File: src/rtl/hrtid_pkg.sv
// Package for the stream-real to binary64 converter.
// Holds field widths and bias constants; no dependencies.
`timescale 1ns / 1ps
package hrtid_pkg;
  localparam int unsigned FracW   = 56;
  localparam int unsigned LeadW   = 6;
  localparam int unsigned ExpW    = 11;
  localparam int unsigned MantW   = 52;
  // Biased exponent of the leading bit: lead + 4*hexexp - 312 + 1023
  localparam logic [ExpW-1:0] ExpOffset = 11'd711;
endpackage

File: src/rtl/hex_real_to_ieee_double.sv
// Top level of the stream-real to IEEE 754 double converter.
// Uses hrtid_pkg for widths and the exponent offset.
//
//  channel  | ports                          | direction
//  input    | start_i, busy_o, raw_real_i    | in
//  result   | valid_o, double_bits_o         | out
//
// Four register stages: leading-one search, normalize shift, round, pack.
// The result strobe follows the transfer through these stage registers; one item
// may enter every cycle, so busy_o stays low.
// Reset clears the stage valid bits only; payload registers are not reset.
// The receiver cannot stall, so the pipeline never holds.
`timescale 1ns / 1ps
module hex_real_to_ieee_double (
  input  logic        clk_i,
  input  logic        rst_ni,
  input  logic        start_i,
  output logic        busy_o,
  input  logic [63:0] raw_real_i,
  output logic        valid_o,
  output logic [63:0] double_bits_o
);
  logic v1_q, v2_q, v3_q, v4_q;
  logic s1_q, s2_q, s3_q, s4_q;
  logic z1_q, z2_q, z3_q;
  logic [hrtid_pkg::FracW-1:0] f1_q;
  logic [hrtid_pkg::LeadW-1:0] lead_d, lead1_q;
  logic [hrtid_pkg::ExpW-1:0] e1_d, e1_q, e2_q, e3_d, e3_q;
  logic [hrtid_pkg::FracW-1:0] n2_d, n2_q;
  logic [53:0] m3_d, m3_q;
  logic [63:0] r4_d, r4_q;
  logic        lsb, grd, stk, up;
  logic [53:0] sum;

  assign busy_o = 1'b0;
  wire accept = start_i & ~busy_o;

  // Find the leading one of the fraction
  always_comb begin
    lead_d = '0;
    for (int k = 0; k < hrtid_pkg::FracW; k++) begin
      if (raw_real_i[k]) lead_d = hrtid_pkg::LeadW'(k);
    end
    e1_d = hrtid_pkg::ExpOffset + {2'b0, raw_real_i[62:56], 2'b0};
  end

  // Shift the leading one to the top of a 56-bit word
  always_comb begin
    n2_d = f1_q << (6'd55 - lead1_q);
  end

  // Round 53 bits to nearest even; carry out raises the exponent
  always_comb begin
    lsb = n2_q[3];
    grd = n2_q[2];
    stk = |n2_q[1:0];
    up  = grd & (stk | lsb);
    sum = {1'b0, n2_q[55:3]} + 54'(up);
    if (sum[53]) begin
      m3_d = sum >> 1;
      e3_d = e2_q + 11'd1;
    end else begin
      m3_d = sum;
      e3_d = e2_q;
    end
  end

  // Pack sign, exponent and mantissa; a zero fraction packs a signed zero
  always_comb begin
    if (z3_q) r4_d = {s3_q, 63'b0};
    else      r4_d = {s3_q, e3_q, m3_q[hrtid_pkg::MantW-1:0]};
  end

  // Advance valid bits
  always_ff @(posedge clk_i or negedge rst_ni) begin
    if (!rst_ni) begin
      v1_q <= 1'b0; v2_q <= 1'b0; v3_q <= 1'b0; v4_q <= 1'b0;
    end else begin
      v1_q <= accept; v2_q <= v1_q; v3_q <= v2_q; v4_q <= v3_q;
    end
  end

  // Advance payload
  always_ff @(posedge clk_i) begin
    s1_q <= raw_real_i[63];
    z1_q <= ~|raw_real_i[55:0];
    f1_q <= raw_real_i[55:0];
    lead1_q <= lead_d;
    e1_q <= e1_d;
    s2_q <= s1_q; z2_q <= z1_q; n2_q <= n2_d;
    e2_q <= e1_q + {5'b0, lead1_q};
    s3_q <= s2_q; z3_q <= z2_q; m3_q <= m3_d; e3_q <= e3_d;
    s4_q <= s3_q; r4_q <= r4_d;
  end

  assign valid_o = v4_q;
  assign double_bits_o = r4_q;

`ifndef SYNTHESIS
  a_latency: assert property (@(posedge clk_i) disable iff (!rst_ni)
    start_i |-> ##4 valid_o) else $error("result strobe missing");
  a_sign: assert property (@(posedge clk_i) disable iff (!rst_ni)
    valid_o |-> double_bits_o[63] == s4_q) else $error("sign mismatch");
  a_norm: assert property (@(posedge clk_i) disable iff (!rst_ni)
    (v3_q && !z3_q) |-> m3_q[52]) else $error("mantissa not normalized");
`endif
endmodule

File: config.mk
export PLATFORM = sky130hd
export DESIGN_NAME = hex_real_to_ieee_double
export DESIGN_NICKNAME = d
export VERILOG_FILES = /design/src/rtl/hrtid_pkg.sv /design/src/rtl/hex_real_to_ieee_double.sv
export SDC_FILE = /design/constraint.sdc
export NUM_CORES = 1
export LEC_CHECK = 0
export BUFFER_PORTS_ARGS = -buffer_cell sky130_fd_sc_hd__buf_2
export CAP_MARGIN = 10
export CELL_PAD_IN_SITES_DETAIL_PLACEMENT = 0
export CELL_PAD_IN_SITES_GLOBAL_PLACEMENT = 1
export CORE_MARGIN = 3
export CORE_UTILIZATION = 45
export CTS_CLUSTER_DIAMETER = 60
export DETAILED_ROUTE_END_ITERATION = 16
export HOLD_SLACK_MARGIN = 0.1
export PLACE_DENSITY = 0.76
export SLEW_MARGIN = 20
export SYNTH_ARGS = -nofsm -noshare
export SYNTH_HDL_FRONTEND = slang
export SYNTH_SLANG_ARGS = --single-unit
File: constraint.sdc
create_clock -name clk_i -period 2.9 [get_ports clk_i]
set_input_delay 0.58 -clock clk_i [delete_from_list [all_inputs] [get_ports clk_i]]
set_output_delay 0.58 -clock clk_i [all_outputs]
set_load 0.1 [all_outputs]
-- Word-level counts from Yosys, hierarchy flattened
Index checks and enable logic that the tools add are counted.
- register bits after elaboration: 277
- logic and storage cells: 94
- bits of input ports: 67
- output and inout bits: 66
- reductions and logical operators: 7
- muxes and demuxes: 56
- shifts and indexed selects: 1
- bitwise gates (word level): 2
- add/subtract/negate cells: 5
- operators by type and width (cell ; count):
    $mux 6 ; 26
    $mux 5 ; 16
    $reduce_or 56->1 ; 1
    $shl 56x6->56 ; 1
    $add 53x1->54 ; 1
    $mux 52 ; 1
    $reduce_or 24->1 ; 1
    $mux 3 ; 6
    $add 10x9->11 const A ; 1
    $add 11x1->11 const B ; 1
    $add 11x6->11 ; 1
    $mux 11 ; 1
    $mux 2 ; 4
    $reduce_or 8->1 ; 1
    $sub 6x6->6 const A ; 1
    $reduce_or 2->1 ; 2
    $reduce_or 4->1 ; 1
    $mux 1 ; 2
    $and 1x1->1 ; 1
    $logic_not 1->1 ; 1
    $or 1x1->1 ; 1

-- Logic depth before layout (Yosys ltp)
Gate-level depths: netlist of run 1.
- depth after elaboration: 54
- mapped depth: 11
- mapped depth without buffers: 8

-- Worst setup path before layout of run 1
OpenSTA, ideal clock, no wires.
- path type: register -> register
- from: register lead1_q[1] in the netlist's numbering
- to: register e2_q[10] in the netlist's numbering
- data arrival time: 2232 ps
- path slack: 596 ps
- period minus slack after synthesis: 2304 ps
- setup time: 72 ps
- cell stages (with the launch flop): 11
- path buffers: 2
- required time: 2828 ps
- cell sequence: dfxtp_1 > inv_2 > buf_1 > clkbuf_1 > ha_1 > nor2b_1 > o21ai_0 > a21boi_0 > o21a_1 > o21ai_0 > xnor2_1
- longest elaborated chain between the ends: 1
- ends and longest elaborated chain (element ; RTL line ; source):
    start, declared ; hex_real_to_ieee_double.sv:27 ; logic [hrtid_pkg::LeadW-1:0] lead_d, lead1_q;
    start signal, assigned ; hex_real_to_ieee_double.sv:88 ; lead1_q <= lead_d;
    $add 11x6->11 ; hex_real_to_ieee_double.sv:91 ; e2_q <= e1_q + {5'b0, lead1_q};
    end signal, assigned ; hex_real_to_ieee_double.sv:91 ;
    end, declared ; hex_real_to_ieee_double.sv:28 ; logic [hrtid_pkg::ExpW-1:0] e1_d, e1_q, e2_q, e3_d, e3_q;
No other way between the ends.
A chain may end at the register's enable or synchronous reset.

-- Final worst setup path of run 1
- from: register lead1_q[0] in the netlist's numbering
- to: register n2_q[52] in the netlist's numbering
- longest elaborated chain between the ends: 2
- ends and longest elaborated chain (element ; RTL line ; source):
    $sub 6x6->6 ; hex_real_to_ieee_double.sv:49 ; n2_d = f1_q << (6'd55 - lead1_q);
    $shl 56x6->56 ; hex_real_to_ieee_double.sv:49 ;
    named net n2_d, one bit ; hex_real_to_ieee_double.sv:29 ; logic [hrtid_pkg::FracW-1:0] n2_d, n2_q;
    end signal, assigned ; hex_real_to_ieee_double.sv:90 ; s2_q <= s1_q; z2_q <= z1_q; n2_q <= n2_d;
    end, declared ; hex_real_to_ieee_double.sv:29 ;
The timed path passes the listed nets, and every way through them passes these cells.

==> results of run 1 <==
## cell usage after synthesis (18+ instances only)
library cell	instances	share of area [%]
nand2_1	149	4.5
mux2_2	32	2.9
clkbuf_1	28	0.85
o21ai_0	52	2.1
mux2i_1	51	4.1
inv_1	24	0.73
a21oi_1	37	1.5
nor2b_1	74	3.7
nor2_1	117	3.6
nor3_1	26	1.1
xnor2_1	37	2.6
nand4_1	22	1.1
and3_1	18	0.91
nand3_1	49	2.0
xor2_1	32	2.3
dfxtp_1	271	44
mux4_2	43	7.8
## power by group
part           internal [W]  switching [W]  total [W]
Sequential          0.00424       0.000287    0.00453
Clock               0.00235        0.00148    0.00383
Combinational      0.000680        0.00168    0.00236
Total               0.00727        0.00345     0.0107
## flip-flops by register name, indices dropped and copies added (netlist names)
| signal | flops |
|---|---|
| m3_q | 52 |
| z2_q | 1 |
| valid_o | 1 |
| f1_q | 56 |
| lead1_q | 6 |
| v2_q | 1 |
| z1_q | 1 |
| e1_q | 9 |
| s3_q | 1 |
| e3_q | 11 |
| s1_q | 1 |
| double_bits_o | 64 |
| z3_q | 1 |
| v3_q | 1 |
| v1_q | 1 |
| n2_q | 56 |
| e2_q | 11 |
| s2_q | 1 |
## per-stage QoR
step	util [%]	total power (W)	cell area (um2)
2_1_floorplan	-	0.006388	12350
3_3_place_gp	50.15	0.006949	13520
3_5_place_dp	50.15	0.006967	13520
4_1_cts	53.98	0.01081	14550
5_1_grt	54.05	0.01118	14570
6_report	54.05	0.01072	14570
## logic make-up after synthesis
kind of cell / count (synthesis)
other: 1
AOI/OAI and AO/OA: 193
DFF: 275
adders and majority gates: 9
muxes: 126
xor gates and xnor gates: 69
and+or+nand+nor: 517
buffers and inverters: 88
## worst max-delay path, stage by stage, from the launching register on
cell and delay [ns]:
dfxtp_4 0.42, buf_4 0.19, inv_1 0.37, mux2i_1 0.38
o21ai_0 0.12, o211a_1 0.22, a2111oi_1 0.49, o211ai_1 0.23
## what timing repair did
item / CTS / global route
buffers inserted: 0 / 1
hold buffers: 1 / 0
resized for setup: 0 / 1
hold endpoints to repair: 4 / 0
endpoints found under the setup margin: 0 / 1
## worst paths after layout
path | from | endpoint | slack [ns] | depth (start not counted)
setup reg to reg | lead1_q[0] | n2_q[52] | 0.31 | 7
hold reg to reg | z2_q | z3_q | 0.32 | 0
setup / recovery | lead1_q[0] | n2_q[52] | 0.31 | 7
max in group asynchronous | rst_ni | v3_q | 2.42 | 2
min in group asynchronous | rst_ni | v2_q | 0.36 | 2
hold / removal | raw_real_i[63] | s1_q | 0.14 | 1
## routing by layer
layer	wire length [um]	share of wire [%]
met1	14060	43
met2	15020	46
met3	1926	5.9
met4	1459	4.5
met5	0	0
## cell usage in the layout, fill, tap and decap left out, types with 12 or more instances in the layout
cell type,count
and3_1,18
inv_1,24
a31oi_1,12
clkbuf_16,29
o211ai_1,13
nor2b_1,74
a21oi_1,37
xor2_1,32
nand3_1,49
xnor2_1,37
nor3_1,26
nor2_1,117
buf_4,44
buf_2,131
o21ai_0,52
mux2_2,32
nor4_1,17
nand2_1,149
o22ai_1,12
nand4_1,22
mux4_2,43
dfxtp_1,266
mux2i_1,51
## layout make-up
type / instances / area share [%]
Multi-Input combinational cell: 915 / 44.14
Timing Repair Buffer: 179 / 7.215
Inverter: 27 / 0.6957
Clock buffer: 39 / 5.583
Clock inverter: 15 / 1.434
Tap cell: 341 / 2.929
Sequential cell: 275 / 38.01
==> summary.txt, run 1 <==
STA
  • Layout Skew: 0.02010 ns
  • Hold Slack: approximately 0.14 ns
  • Hold Vio Cnt, Final: 0
  • Post-Route Setup TNS: 0 ns
  • Fin. max-slew vios: 0
  • Max Freq: 385.7 MHz
  • Min Tclk post-route: 2.593 ns
  • Worst slew pin tran: 0.8048 ns
  • Final setup violation count: 0
  • RSZ-0062 raised after global routing: no
  • Slew margin rel.: 45.85%
  • Final worst setup slack: 0.3073 ns
  • Crit share post-route: between 80 and 90%

Yosys
  • Post-synthesis register bit count: 275
  • Syn. warnings: 0
  • Seq/Total Area, Yosys: 44.73%
  • Synth async-reset ratio: under 10%
  • Xor/xnor share of the synthesized area: a little under 5%
  • Mean post-synth cell area: ~9.7 um2
  • Synth Cell Area: 12350 um2
  • Post-synthesis adder-cell area fraction: 0.9116%
  • Simple-Gate Fraction of Synth Area: 21.09%
  • Cell variety after synth: 74
  • Synth Area in Compound Gates: around a tenth
  • Largest family of logic cells by synthesized area: simple AND/OR/NAND/NOR gates
  • Multiplexer area fraction after synthesis: around 15%
  • Number of synthesized flops with an enable pin: 0
  • Synth Instances: 1278
  • Syn nets: around 1400
  • Post-synth top flop: dfxtp_1

Route
  • Drt pass-1 iters: 6
  • Wirelength, routed: 32.47 mm
  • Via/cell ratio: 5.496
  • Vias: 9844
  • Antenna Violating Nets Remaining: 0
  • Drt wl/cell: roughly 18 um
  • DRC errors left: 0
  • Detailed Route Iter0 Violations: 523

GRT
  • GRT met1 Usage: 28.79%
  • Pin count of the biggest net entering global routing: 64
  • Antenna violations before repair: 0
  • GRT Max-Usage Layer: met2
  • GR Overflow Total: 0
  • Met2 Usage GRT: 35.69%
  • Total GRT Usage: 21.71%
  • Met3 Resource Use GR: 2.988%
  • Global-route wire length before repair: 51.12 mm
  • Number of global-route vias before repair: 9420

Clocking
  • Clk slew on worst S/H paths: 0.06 ns
  • Clock sinks: about 280
  • Max clock buf depth: 3
  • H-tree depth: 1
  • CTS tree: built
  • Worst-Skew Late Latency: 0.55 ns
  • TritonCTS Buffers: 29
  • CTS Root Cell: clkbuf_16

Layout
  • N_diodes: 0
  • Non-filler cells, final: 1791
  • Sequential standard cell area: ~5500 um2
  • FILL cells: about 2500
  • Multi-input logic area: 6430 um2
  • Ratio of cells with drive above 1 in the final layout: ~23%
  • Area Growth Syn to Fin: 17.93%
  • Nets: 1503

Job
  • Max cap viols: 0

Critical path
  • Worst setup SP type: flip-flop
  • WP data required: approximately 3.3 ns
  • Nature of the critical path endpoint: flip-flop
  • CP Class: reg2reg
  • Critical path arrival: 2.97 ns
  • Critical Path Fanout Max: 13

Floorplanning
  • Initial Util: 45.84%
  • Top Ports: approximately 130
  • Die area: 29480 um2
  • Die Height: between 150 and 200 um
  • Cell row count: 60
  • Core area: 26950 um2
  • Die width: 171.7 um

Placed design
  • Detailed placement HPWL: 25.33 mm
  • Gpl congestion: approximately 0.96
  • Placed cells: 1735
  • Pre-CTS setup slack: approximately 0.095 ns
  • I/O Buffers: 131

Pwr
  • Cell Pwr Density: 736.0 nW/um2
  • P_leak: 6.190 nW
  • Maximum VDD drop: 463.7 uV

Outcome
  • Status: complete, no violations

Worst hold path
  • Worst Hold Class: in2reg
(Power assumes the default switching activity.)
==> run 2, diff against run 1 <==
--- a/config.mk
+++ b/config.mk
@@ -5,17 +5,17 @@
 export SDC_FILE = /design/constraint.sdc
 export NUM_CORES = 1
 export LEC_CHECK = 0
-export BUFFER_PORTS_ARGS = -buffer_cell sky130_fd_sc_hd__buf_2
 export CAP_MARGIN = 10
 export CELL_PAD_IN_SITES_DETAIL_PLACEMENT = 0
 export CELL_PAD_IN_SITES_GLOBAL_PLACEMENT = 1
 export CORE_MARGIN = 3
 export CORE_UTILIZATION = 45
+export CTS_BUF_LIST = sky130_fd_sc_hd__clkbuf_8 sky130_fd_sc_hd__clkbuf_16
 export CTS_CLUSTER_DIAMETER = 60
 export DETAILED_ROUTE_END_ITERATION = 16
+export DONT_BUFFER_PORTS = 1
 export HOLD_SLACK_MARGIN = 0.1
-export PLACE_DENSITY = 0.76
-export SLEW_MARGIN = 20
+export PLACE_DENSITY = 0.7
 export SYNTH_ARGS = -nofsm -noshare
 export SYNTH_HDL_FRONTEND = slang
 export SYNTH_SLANG_ARGS = --single-unit
==> summary.txt, run 2 (synthesized netlist as in run 1, its figures left out) <==
Critical path
  • Family with the most delay on the worst path: compound AO/OA/AOI/OAI gates
  • Worst setup SP type: flip-flop
  • WP data required: 3.28 ns (about the same)
  • Critical path arrival: 2.94 ns (-0.03 ns)
  • CP Launch Point: lead1_q[2]
  • Crit path max-delay cell type: dfxtp_2
  • CP Class: reg2reg
  • Reg2reg start: lead1_q[2]
  • CP peak stage delay: 0.65 ns (+0.16 ns)
  • Reg2Reg Depth: 7 (unchanged)
  • Nature of the critical path endpoint: flip-flop
  • CP cell instances: buf_12 > mux4_2 > nand2_1 > o21ai_0 > o211a_1 > a2111oi_2 > o211ai_1
  • Worst path bufs/invs: 1 (-1)
  • Setup crit end: n2_q[52]
  • Critical Path Fanout Max: 45 (+32)
  • Critical path depth: 7 (unchanged)
  • R2r setup slk: 0.34 ns (+0.04 ns)
  • Reg-to-Reg End: n2_q[52]

Clocking
  • CTS Root Cell: clkbuf_16
  • CTS tree: built
  • Postcts setup bufs: 0 (unchanged)
  • Worst-Skew Late Latency: 0.54 ns (about the same)
  • H-tree depth: 1 (unchanged)
  • Clk slew on worst S/H paths: 0.06 ns (about the same)
  • Max clock buf depth: 3 (unchanged)
  • Clock sinks: 275 (unchanged)
  • TritonCTS Buffers: 30 (+3.4%)

Pwr
  • Internal: 0.007054 W (-3.0%)
  • Power share of the combinational group: 11.9% (-10 points)
  • Maximum VDD drop: 407.0 uV (-12%)
  • Sequential power share: 53.1% (+11 points)
  • Sw frac: 32.23% (+0.039 points)
  • Net Switching: 0.003355 W (-2.8%)
  • P_leak: 5.914 nW (-4.4%)
  • Clock power frac: 35.0% (-0.7 points)
  • Cell Pwr Density: 718.2 nW/um2 (-2.4%)

Layout
  • Final Cell Area: 14490 um2 (-0.52%)
  • Nets: 1432 (-4.7%)
  • Non-filler cells, final: 1718 (-4.1%)
  • Area Growth Syn to Fin: 17.32%
  • N_diodes: 0 (unchanged)
  • Commonest non-fill, non-tap cell in the layout: dfxtp_1
  • Max reg flops: 64 (unchanged)
  • Most frequent cells in the layout: 266 x dfxtp_1, 149 x nand2_1, 117 x nor2_1, 74 x nor2b_1, 62 x dlygate4sd3_1
  • Ratio of cells with drive above 1 in the final layout: 14.52% (-8.4 points)
  • Post-layout util: 53.77% (-0.28 points)
  • FILL cells: 2503 (+0.20%)

Route
  • Drt pass-1 iters: 4 (-2)
  • Drt wl/cell: 18.76 um (+3.5%)
  • Antenna Violating Nets Remaining: 0 (unchanged)
  • Vias: 9465 (-3.9%)
  • DRC errors left: 0 (unchanged)
  • Wirelength, routed: 32.24 mm (-0.71%)
  • Via/cell ratio: 5.509 (+0.24%)
  • Detailed Route Iter0 Violations: 719 (+37%)

Floorplanning
  • Initial Util: 45.84% (unchanged)
  • Core area: 26950 um2 (unchanged)
  • Die width: 171.7 um (unchanged)
  • Die Height: 171.7 um (unchanged)
  • Die area: 29480 um2 (unchanged)
  • Cell row count: 60 (unchanged)
  • Top Ports: 133 (unchanged)

STA
  • Fin. max-slew vios: 0 (unchanged)
  • Crit share post-route: 88.11% (-1.3 points)
  • Hold Vio Cnt, Final: 0 (unchanged)
  • RSZ-0062 raised after global routing: no
  • Max Freq: 391.4 MHz (+1.5%)
  • Min Tclk post-route: 2.555 ns (-0.03746 ns)
  • Hold Slack: 0.1360 ns (-0.008412 ns)
  • Final setup violation count: 0 (unchanged)
  • Worst slew pin tran: 0.9597 ns (+0.1549 ns)
  • Slew margin rel.: 35.93% (-9.9 points)
  • Layout Skew: 0.02026 ns (+0.0001601 ns)
  • Final worst setup slack: 0.3448 ns (+0.03745 ns)

GRT
  • Global-route wire length before repair: 51.61 mm (+0.97%)
  • Antenna violations before repair: 0 (unchanged)
  • Total GRT Usage: 21.84% (+0.13 points)
  • Pin count of the biggest net entering global routing: 59 (-7.8%)
  • Number of global-route vias before repair: 9415 (-0.053%)
  • GR Overflow Total: 0 (unchanged)

Worst hold path
  • Worst Hold Class: in2reg
  • Hold path startpoint: raw_real_i[58]

Placed design
  • Placed cells: 1603 (-7.6%)
  • DP Area: 12880 um2 (-4.7%)
  • Pre-CTS setup slack: -0.03444 ns (-0.1298 ns)
  • Gpl congestion: 0.9434 (-1.5%)
  • Detailed placement HPWL: 24.91 mm (-1.7%)
  • I/O Buffers: 0 (-100%)

Job
  • Max cap viols: 0 (unchanged)

Outcome
  • Status: complete, no violations
## run 2: cell count changes in the layout (fill, tap and decap cells not counted), sizes merged
cell / change
buf: -133
dlygate4sd3: +61
clkbuf: -5
inv: +4
clkinvlp: +3
bufinv: -2
clkinv: -1
## run 2: worst min path at each step
stage / end / slack, ns / depth (start not counted)
2_1_floorplan: v1_q / 0.28 / 0
3_3_place_gp: valid_o / 0.28 / 0
3_5_place_dp: valid_o / 0.28 / 0
4_1_cts: e1_q[4] / 0.10 / 1
5_1_grt: e1_q[4] / 0.11 / 1
6_report: e1_q[4] / 0.14 / 1
## run 2: repair_timing
| item | 4_1_cts | 5_1_grt |
|---|---|---|
| gates resized for setup | 1 | 2 |
| endpoints found under the setup margin | 1 | 1 |
| hold buffers | 62 | 0 |
| hold endpoints to repair | 65 | 0 |
## run 2: area by class of cell
class / count / area [um2] / share of cell area, %
inverter: 27 / 101.3 / 0.6993
timing repair buffer: 107 / 1008 / 6.959
clock buffer: 34 / 817.0 / 5.638
sequential: 275 / 5534 / 38.19
multi-input combinational: 915 / 6439 / 44.43
tap: 341 / 426.7 / 2.944
clock inverter: 19 / 166.4 / 1.148
## run 2: metal layers
metal / global-route usage, % / wire, um / up-vias
met1: 29.45 / 14780 / 4437
met2: 35.81 / 14870 / 257
li1: - / - / 4717
met4: 7.348 / 1106 / 0
met5: 0 / 0 / -
met3: 3.585 / 1480 / 54
## run 2: per-stage QoR
step                      power, W  TNS (ns)
after floorplan           0.006388         0
after global placement    0.006764  -0.06521
after detailed placement  0.006772  -0.03444
after CTS                  0.01052         0
after global routing       0.01088         0
final                      0.01041         0
## run 2: power by group through the flow
| stage | registers [W] | clock network (W) | logic, W |
|---|---|---|---|
| 6_report | 0.00553 | 0.00365 | 0.00123 |
| 5_1_grt | 0.00560 | 0.00392 | 0.00136 |
| 4_1_cts | 0.00553 | 0.00376 | 0.00123 |
| 3_5_place_dp | 0.00561 | 0 | 0.00116 |
| 3_3_place_gp | 0.00560 | 0 | 0.00116 |
| 2_1_floorplan | 0.00550 | 0 | 0.000886 |
